File: config.mk
export PLATFORM = sky130hd
export DESIGN_NAME = mrqe_div
export DESIGN_NICKNAME = d
export VERILOG_FILES = /design/src/rtl/core/mrqe_pkg.sv /design/src/rtl/core/mrqe_div.sv
export SDC_FILE = /design/constraint.sdc
export NUM_CORES = 1
export LEC_CHECK = 0
export BUFFER_PORTS_ARGS = -buffer_cell sky130_fd_sc_hd__buf_4
export CAP_MARGIN = 10
export CORE_MARGIN = 2
export CORE_UTILIZATION = 62
export DETAILED_ROUTE_END_ITERATION = 10
export PLACE_DENSITY_LB_ADDON = 0.12
export SLEW_MARGIN = 10
export SYNTH_ARGS = -nofsm -noshare
export SYNTH_HDL_FRONTEND = slang
export SYNTH_SLANG_ARGS = --single-unit
File: constraint.sdc
create_clock -name clk -period 4.8 [get_ports clk]
set_input_delay 0.72 -clock clk [delete_from_list [all_inputs] [get_ports clk]]
set_output_delay 0.72 -clock clk [all_outputs]
set_load 0.02 [all_outputs]
File: src/rtl/core/mrqe_pkg.sv
// ----------------------------------------------------------------------------
// mrqe_pkg
// Types, constants, the microcode table and helpers for the rotation
// quaternion extraction core.
// ----------------------------------------------------------------------------
`default_nettype none

package mrqe_pkg;

    localparam int DIV_W     = 60;
    localparam int MEM_DEPTH = 18;
    localparam int S_BASE    = 9;
    localparam int PC_W      = 6;

    typedef logic [4:0] addr_t;

    typedef enum logic [5:0] {
        U_IDLE, U_LOAD, U_START, U_CF_F1, U_MUL, U_CF_L2, U_CF_WR,
        U_DT_F, U_DT_ACC, U_DT_CHK, U_UP_F, U_UP_GO, U_UP_WAIT, U_UP_WR,
        U_UP_ACC, U_IT_END, U_QF_0, U_QF_1, U_QF_2, U_QF_3, U_QF_4, U_QF_5,
        U_QS_GO, U_QS_WAIT, U_QS_ST, U_QS_ACC, U_QN_GO, U_QN_WAIT, U_QN_CHK,
        U_QD_GO, U_QD_WAIT, U_QD_ST, U_OUT
    } uop_t;

    typedef enum logic [2:0] {
        K_NEXT, K_LOOP, K_WAIT_IN, K_WAIT_U, K_BRANCH, K_OUT
    } seq_t;

    typedef struct packed {
        uop_t            uop;
        seq_t            kind;
        logic [3:0]      last;
        logic [PC_W-1:0] tgt;
    } ucw_t;

    typedef struct packed {
        addr_t ra;
        addr_t rb;
    } rd_pair_t;

    function automatic ucw_t ucode(input logic [PC_W-1:0] pc);
        ucw_t cw;
        case (pc)
            6'd0:    cw = '{U_IDLE,    K_WAIT_IN, 4'd0, 6'd0};
            6'd1:    cw = '{U_LOAD,    K_LOOP,    4'd8, 6'd1};
            6'd2:    cw = '{U_START,   K_BRANCH,  4'd0, 6'd19};
            6'd3:    cw = '{U_CF_F1,   K_NEXT,    4'd0, 6'd0};
            6'd4:    cw = '{U_MUL,     K_NEXT,    4'd0, 6'd0};
            6'd5:    cw = '{U_CF_L2,   K_NEXT,    4'd0, 6'd0};
            6'd6:    cw = '{U_MUL,     K_NEXT,    4'd0, 6'd0};
            6'd7:    cw = '{U_CF_WR,   K_LOOP,    4'd8, 6'd3};
            6'd8:    cw = '{U_DT_F,    K_NEXT,    4'd0, 6'd0};
            6'd9:    cw = '{U_MUL,     K_NEXT,    4'd0, 6'd0};
            6'd10:   cw = '{U_DT_ACC,  K_LOOP,    4'd2, 6'd8};
            6'd11:   cw = '{U_DT_CHK,  K_BRANCH,  4'd0, 6'd19};
            6'd12:   cw = '{U_UP_F,    K_NEXT,    4'd0, 6'd0};
            6'd13:   cw = '{U_UP_GO,   K_NEXT,    4'd0, 6'd0};
            6'd14:   cw = '{U_UP_WAIT, K_WAIT_U,  4'd0, 6'd0};
            6'd15:   cw = '{U_UP_WR,   K_NEXT,    4'd0, 6'd0};
            6'd16:   cw = '{U_MUL,     K_NEXT,    4'd0, 6'd0};
            6'd17:   cw = '{U_UP_ACC,  K_LOOP,    4'd8, 6'd12};
            6'd18:   cw = '{U_IT_END,  K_BRANCH,  4'd0, 6'd3};
            6'd19:   cw = '{U_QF_0,    K_NEXT,    4'd0, 6'd0};
            6'd20:   cw = '{U_QF_1,    K_NEXT,    4'd0, 6'd0};
            6'd21:   cw = '{U_QF_2,    K_NEXT,    4'd0, 6'd0};
            6'd22:   cw = '{U_QF_3,    K_NEXT,    4'd0, 6'd0};
            6'd23:   cw = '{U_QF_4,    K_NEXT,    4'd0, 6'd0};
            6'd24:   cw = '{U_QF_5,    K_NEXT,    4'd0, 6'd0};
            6'd25:   cw = '{U_QS_GO,   K_NEXT,    4'd0, 6'd0};
            6'd26:   cw = '{U_QS_WAIT, K_WAIT_U,  4'd0, 6'd0};
            6'd27:   cw = '{U_QS_ST,   K_NEXT,    4'd0, 6'd0};
            6'd28:   cw = '{U_MUL,     K_NEXT,    4'd0, 6'd0};
            6'd29:   cw = '{U_QS_ACC,  K_LOOP,    4'd3, 6'd25};
            6'd30:   cw = '{U_QN_GO,   K_NEXT,    4'd0, 6'd0};
            6'd31:   cw = '{U_QN_WAIT, K_WAIT_U,  4'd0, 6'd0};
            6'd32:   cw = '{U_QN_CHK,  K_BRANCH,  4'd0, 6'd36};
            6'd33:   cw = '{U_QD_GO,   K_NEXT,    4'd0, 6'd0};
            6'd34:   cw = '{U_QD_WAIT, K_WAIT_U,  4'd0, 6'd0};
            6'd35:   cw = '{U_QD_ST,   K_LOOP,    4'd3, 6'd33};
            6'd36:   cw = '{U_OUT,     K_OUT,     4'd0, 6'd0};
            default: cw = '{U_OUT,     K_OUT,     4'd0, 6'd0};
        endcase
        return cw;
    endfunction

    // cofactor operand addresses, first or second product
    function automatic rd_pair_t cof_addr(input logic [3:0] idx, input logic second);
        rd_pair_t p1;
        rd_pair_t p2;
        case (idx)
            4'd0:    begin p1 = '{5'd4, 5'd8}; p2 = '{5'd7, 5'd5}; end
            4'd1:    begin p1 = '{5'd3, 5'd8}; p2 = '{5'd6, 5'd5}; end
            4'd2:    begin p1 = '{5'd3, 5'd7}; p2 = '{5'd6, 5'd4}; end
            4'd3:    begin p1 = '{5'd1, 5'd8}; p2 = '{5'd7, 5'd2}; end
            4'd4:    begin p1 = '{5'd0, 5'd8}; p2 = '{5'd6, 5'd2}; end
            4'd5:    begin p1 = '{5'd0, 5'd7}; p2 = '{5'd6, 5'd1}; end
            4'd6:    begin p1 = '{5'd1, 5'd5}; p2 = '{5'd4, 5'd2}; end
            4'd7:    begin p1 = '{5'd0, 5'd5}; p2 = '{5'd3, 5'd2}; end
            4'd8:    begin p1 = '{5'd0, 5'd4}; p2 = '{5'd3, 5'd1}; end
            default: begin p1 = '{5'd0, 5'd0}; p2 = '{5'd0, 5'd0}; end
        endcase
        return second ? p2 : p1;
    endfunction

    function automatic logic signed [31:0] sat32(input logic signed [63:0] v);
        if (v > 64'sd2147483647)
            return 32'sh7FFFFFFF;
        if (v < -64'sd2147483648)
            return 32'sh80000000;
        return v[31:0];
    endfunction

endpackage

`default_nettype wire

File: src/rtl/core/mrqe_div.sv
// ----------------------------------------------------------------------------
// mrqe_div
// Unsigned restoring divider, one quotient bit per cycle.
// ----------------------------------------------------------------------------
`default_nettype none

module mrqe_div
    import mrqe_pkg::*;
(
    input  wire logic             clk,
    input  wire logic             rst_n,
    input  wire logic             start,
    input  wire logic [DIV_W-1:0] num,
    input  wire logic [DIV_W-1:0] den,
    output logic                  busy,
    output logic [DIV_W-1:0]      quot
);

    localparam int CNT_W = $clog2(DIV_W + 1);

    logic [CNT_W-1:0] cnt_reg;
    logic             busy_reg;
    logic [DIV_W-1:0] rem_reg;
    logic [DIV_W-1:0] q_reg;
    logic [DIV_W-1:0] den_reg;
    logic [DIV_W:0]   trial;
    logic             fits;

    assign trial = {rem_reg, q_reg[DIV_W-1]};
    assign fits  = trial >= {1'b0, den_reg};

    always_ff @(posedge clk or negedge rst_n)
    begin
        if (!rst_n)
        begin
            busy_reg <= 1'b0;
            cnt_reg  <= '0;
        end
        else if (start)
        begin
            busy_reg <= 1'b1;
            cnt_reg  <= CNT_W'(DIV_W);
        end
        else if (busy_reg)
        begin
            cnt_reg <= cnt_reg - 1'b1;
            if (cnt_reg == CNT_W'(1))
                busy_reg <= 1'b0;
        end
    end

    always_ff @(posedge clk)
    begin
        if (start)
        begin
            rem_reg <= '0;
            q_reg   <= num;
            den_reg <= den;
        end
        else if (busy_reg)
        begin
            rem_reg <= fits ? DIV_W'(trial - {1'b0, den_reg}) : trial[DIV_W-1:0];
            q_reg   <= {q_reg[DIV_W-2:0], fits};
        end
    end

    assign busy = busy_reg;
    assign quot = q_reg;

endmodule

`default_nettype wire

==> results.json, run 1 <==
{
  "status": "finished, final reports clean",
  "row_count": 49,
  "die_y_um": 139,
  "layout-drive-gt1-share": 0.245,
  "setup_ws_ns": 0.983,
  "crit_path_top_delay_cell": "o41ai_4",
  "antennaDiodeCount": 0,
  "fin_nets": 1469,
  "tightest_slew_ns": 0.827,
  "synth-edff-count": 120,
  "drtPass1Iterations": 6,
  "wl_per_cell_um": 17.9,
  "worstSetupPathType": "flip-flop to flip-flop",
  "clk_latency_ns": 0.44,
  "setup_viol": 0,
  "cp_max_fo": 35,
  "rsz0062_at_grt": "no",
  "crit_path_frequent_cell": "o21ai_1",
  "relSlewSlack": 0.446,
  "syn_inst": 1136,
  "root_buffer": "clkbuf_16",
  "period_share": 0.795,
  "vdd_drop_max_mv": 0.433,
  "max_freq_ghz": 0.262,
  "port_buffers": 183,
  "synth_cell_types": 85,
  "ys_seq_elements": 187,
  "initial_core_util": 0.629,
  "drv_slew": 0,
  "ys_seq_area_frac": 0.442,
  "final.setup.tns_ns": 0,
  "cts_tree": "built",
  "drtIter0Drc": 993,
  "htree_levels": 4,
  "antenna_found_initial": 0,
  "path_clk_slew_ns": 0.08,
  "area_growth_syn_to_layout_pct": 16.5,
  "post_cts_buffers": 0,
  "async_flop_share": 0.0374,
  "clk_path_buf_depth": 2,
  "worstPathRequired_ns": 5.19,
  "num_vias": 9164,
  "arrival_ns": 4.20,
  "cts_buffers": 17,
  "grt_pass1_wl_um": 43700,
  "cts_sinks": 187,
  "worstPathCellList": "inv_1 -> ha_1 -> o21ai_1 -> nor2_1 -> and4bb_1 -> o21ai_1 -> a22oi_2 -> o41ai_4 -> buf_4 -> nand2_2 -> o22ai_1 -> a21o_1",
  "detail-route-antenna-nets": 0,
  "finalClockSkew_ns": 0.0181,
  "cp-end-kind": "flip-flop",
  "power_density_nw_per_um2": 519,
  "ff2ff_path_depth": 12,
  "dpl_worst_slack_ns": 1.04,
  "overflow": 0,
  "slowest_delay_ns": 0.70,
  "viasPerCell": 6.01,
  "cts_resized": 0,
  "synth_warnings": 0,
  "wirelength_um": 27300,
  "ios": 184,
  "synth-main-ff-cell": "edfxtp_1",
  "fin_crit_ns": 3.82,
  "hold_viol": 0,
  "dieArea_um2": 19300,
  "p_leak_nw": 5.55,
  "gp_routability_congestion": 0.982,
  "grt_usage": 0.278,
  "syn_area_per_cell_um2": 9.92,
  "mostFrequentLayoutCell": "buf_4",
  "syn-cell-area_um2": 11300,
  "coreArea_um2": 17900,
  "grt_pass1_vias": 8906,
  "grt_max_degree": 76,
  "min-delay-path-class": "primary input to asynchronous set/reset pin",
  "final_cell_mix": "buf_4, nand2_1, edfxtp_1",
  "post-route-drc-count": 0,
  "die_w_um": 139,
  "hold_buffers": 0,
  "critPathLaunchType": "flip-flop",
  "maxCapViolCount": 0,
  "dp_hpwl_um": 19500,
  "syn_nets": 1322
}
[cells in the mapped netlist (6+ instances only)]
library cell | n | share of area
a211oi_1 | 12 | 0.0080
a21o_1 | 19 | 0.013
a21oi_1 | 90 | 0.040
a22oi_1 | 8 | 0.0053
a311oi_1 | 25 | 0.019
buf_2 | 9 | 0.0040
buf_4 | 8 | 0.0053
buf_6 | 12 | 0.012
clkbuf_1 | 28 | 0.0093
dfrtp_1 | 7 | 0.016
dfxtp_1 | 60 | 0.11
edfxtp_1 | 120 | 0.32
ha_1 | 62 | 0.069
inv_1 | 80 | 0.027
mux2_2 | 60 | 0.060
nand2_1 | 124 | 0.041
nand2b_1 | 11 | 0.0061
nand3_1 | 11 | 0.0049
nand4_1 | 21 | 0.012
nor2_1 | 90 | 0.030
nor2b_1 | 6 | 0.0033
nor3_1 | 11 | 0.0049
nor4_1 | 7 | 0.0039
o21ai_0 | 24 | 0.011
o21ai_1 | 44 | 0.020
o21bai_1 | 19 | 0.013
xnor2_1 | 35 | 0.027
xor2_1 | 22 | 0.017
[per-stage QoR]
| step | instances | power [mW] | utilization | hold slack, ns | cell area [um2] |
|---|---|---|---|---|---|
| 6_report | 1525 | 6.81 | 0.733 | 0.0864 | 13100 |
| 5_1_grt | 1525 | 7.22 | 0.733 | 0.0742 | 13100 |
| 4_1_cts | 1525 | 6.78 | 0.733 | 0.0741 | 13100 |
| 3_5_place_dp | 1493 | 5.36 | 0.701 | 0.467 | 12500 |
| 3_3_place_gp | 1493 | 5.31 | 0.701 | 0.458 | 12500 |
| 2_1_floorplan | 1136 | 4.74 | - | 0.424 | 11300 |
[per-layer routing]
layer	vias to the layer above	global-route usage	wire length, um
met5	-	0	0
met4	0	0.0968	645
met3	50	0.0805	2240
met2	396	0.453	12800
met1	4292	0.356	11600
li1	4426	-	-
[kinds of logic (layout without fill, tap and decap cells)]
family                     Yosys count  count (layout)  share of synthesized area
AOI/OAI and AO/OA                  300             300                      0.178
xor gates and xnor gates            57              57                     0.0443
adders and majority gates           63              63                     0.0706
buffers and inverters              143             303                     0.0665
DFF                                187             187                      0.442
muxes                               67              67                     0.0664
and+or+nand+nor                    319             319                      0.132
[power by group]
part	switching (mW)	leakage, nW	internal [mW]
sequential	0.224	1.78	2.04
combinational	1.89	3.48	1.26
clock	0.709	0.282	0.698
[final cells by class]
class	instances	area [um2]
clock buffer	18	429
multi-input combinational	806	5540
sequential	187	4980
timing repair buffer	191	1440
clock inverter	14	148
fill	1320	4780
tap	229	287
inverter	80	300
[path summary, 6_finish.rpt]
path,end,start,slack [ns]
setup / recovery,rem_reg[57],den_reg[7],0.98
hold / removal,cnt_reg[0],rst_n,0.09
setup reg to reg,rem_reg[57],den_reg[7],0.98
hold reg to reg,rem_reg[9],rem_reg[9],0.48
max in group asynchronous,busy,rst_n,4.58
min in group clk,den_reg[5],den[5],0.44
[critical path: cells and delay by family (launching register included)]
kind	cells	cell delay, ns
adders and majority gates	1	0.36
DFF	1	0.32
and+or+nand+nor	3	0.82
buffers and inverters	2	0.58
AOI/OAI and AO/OA	6	1.67
Power figures use the tool's default switching activity.
==> run 2: changes to the inputs <==
--- a/config.mk
+++ b/config.mk
@@ -8,7 +8,7 @@
 export BUFFER_PORTS_ARGS = -buffer_cell sky130_fd_sc_hd__buf_4
 export CAP_MARGIN = 10
 export CORE_MARGIN = 2
-export CORE_UTILIZATION = 62
+export CORE_UTILIZATION = 58
 export DETAILED_ROUTE_END_ITERATION = 10
 export PLACE_DENSITY_LB_ADDON = 0.12
 export SLEW_MARGIN = 10
==> constraint.sdc (replaced) <==
create_clock -name clk -period 3.9 [get_ports clk]
set_input_delay 0.585 -clock clk [delete_from_list [all_inputs] [get_ports clk]]
set_output_delay 0.585 -clock clk [all_outputs]
set_load 0.02 [all_outputs]
==> results.json, run 2 (synthesis gave the netlist of run 1 again) <==
{
  "overflow": 0,
  "clk_latency_ns": 0.44,
  "finalClockSkew_ns": 0.0165,
  "fin_nets": 1474,
  "worstPathRequired_ns": 4.26,
  "r2r_slack_ns": 0.29,
  "critPathLaunchType": "flip-flop",
  "grt_pass1_wl_um": 44400,
  "dieArea_um2": 20600,
  "hold-path-endpoint": "den_reg[53]",
  "setup_viol": 0,
  "cts_sinks": 187,
  "antenna_found_initial": 0,
  "reg2reg_to": "rem_reg[56]",
  "fin_crit_ns": 3.61,
  "max_freq_ghz": 0.277,
  "post-route-drc-count": 0,
  "path_clk_slew_ns": 0.08,
  "grt_max_degree": 55,
  "critPathLaunch": "quot[59]",
  "maxCapViolCount": 0,
  "coreArea_um2": 18900,
  "vdd_drop_max_mv": 0.313,
  "min-delay-path-class": "primary input to flip-flop",
  "cts_tree": "built",
  "n_fill_cell": 1525,
  "viasPerCell": 5.83,
  "grt_pass1_vias": 9000,
  "row_count": 50,
  "final_cell_mix": "buf_4, nand2_1, edfxtp_1",
  "cts_resized": 0,
  "ff2ff_path_depth": 13,
  "ios": 184,
  "grt_usage": 0.274,
  "port_buffers": 183,
  "worstSetupPathType": "flip-flop to flip-flop",
  "worstHoldStart": "den[53]",
  "drv_slew": 0,
  "die_y_um": 143,
  "htree_levels": 4,
  "antennaDiodeCount": 0,
  "multi_input_area_um2": 5540,
  "rsz0062_at_grt": "no",
  "seq_area_um2": 4980,
  "cp-end-kind": "flip-flop",
  "period_share": 0.926,
  "p_leak_nw": 5.60,
  "totalPowerFinal_mw": 8.56,
  "r2r_start": "quot[59]",
  "hold_viol": 0,
  "power_density_nw_per_um2": 645,
  "dp_hpwl_um": 20300,
  "initial_core_util": 0.596,
  "relSlewSlack": 0.494,
  "drtPass1Iterations": 5,
  "wirelength_um": 27600,
  "gp_routability_congestion": 0.955,
  "wl_per_cell_um": 17.7,
  "status": "finished, final reports clean",
  "clk_path_buf_depth": 2,
  "root_buffer": "clkbuf_16",
  "holdPathStages": 1,
  "mostFrequentLayoutCell": "buf_4",
  "drtIter0Drc": 662,
  "area_growth_syn_to_layout_pct": 17.8,
  "num_vias": 9108,
  "arrival_ns": 3.97,
  "layout-drive-gt1-share": 0.248,
  "cts_buffers": 17,
  "tightest_slew_ns": 0.759,
  "detail-route-antenna-nets": 0,
  "die_w_um": 143,
  "cp_max_fo": 6,
  "final.setup.tns_ns": 0
}
run 2: cell count changes in the layout (fill, tap and decap cells not counted):
cell / previous run / this run
inv_8: 6 / 4
dlygate4sd3_1: 0 / 1
bufinv_16: 0 / 3
clkinvlp_4: 1 / 0
buf_4: 190 / 194
clkbuf_1: 1 / 0
clkinv_4: 2 / 1
inv_6: 2 / 4
run 2: stage by stage:
step	hold WS, ns	cells	util	cell area, um2	worst slack, ns
6_report	0.319	1561	0.702	13300	0.287
5_1_grt	0.298	1561	0.702	13300	0.0630
4_1_cts	0.300	1561	0.702	13300	0.329
3_5_place_dp	0.401	1528	0.668	12600	0.359
3_3_place_gp	0.402	1528	0.668	12600	0.427
2_1_floorplan	0.289	1136	-	11300	0.886
run 2: worst max path at each step:
| stage | endpoint | slack [ns] | depth (start not counted) |
|---|---|---|---|
| after floorplan | rem_reg[56] | 0.89 | 13 |
| after global placement | rem_reg[56] | 0.43 | 13 |
| after detailed placement | rem_reg[20] | 0.36 | 11 |
| after CTS | rem_reg[56] | 0.33 | 13 |
| after global routing | rem_reg[56] | 0.06 | 13 |
| final | rem_reg[56] | 0.29 | 13 |
run 2: worst max-delay path: stages, from the launching register on:
cell and delay, ns:
edfxtp_1 0.38, inv_1 0.05, ha_1 0.22, fa_1 0.41
nand2b_1 0.19, a21oi_2 0.18, o211ai_2 0.20, o221ai_1 0.28
a211oi_1 0.19, o21a_1 0.32, o41ai_1 0.56, a31oi_1 0.22
xor2_1 0.18, o21ai_1 0.14
run 2: timing repair:
| item | CTS | global route |
|---|---|---|
| hold buffers | 1 | 0 |
| setup buffers | 0 | 0 |
| hold endpoints to repair | 7 | 0 |
run 2: metal layers:
metal,share of wire,GRT usage,vias up
li1,-,-,4426
met1,0.42,0.344,4283
met2,0.47,0.450,353
met3,0.080,0.0770,46
met4,0.026,0.104,0
met5,0,0,-
run 2: report_power, final:
part           switching, mW  internal (mW)  leakage [nW]
combinational           2.32           1.56          3.51
clock                  0.856           1.05         0.316
sequential             0.278           2.51          1.78
total                   3.45           5.11          5.60
run 2: area by class of cell:
cell class,instances,area share
tap,260,0.0245
clock inverter,15,0.0163
timing repair buffer,196,0.111
clock buffer,17,0.0321
inverter,80,0.0226
multi-input combinational,806,0.418
sequential,187,0.375
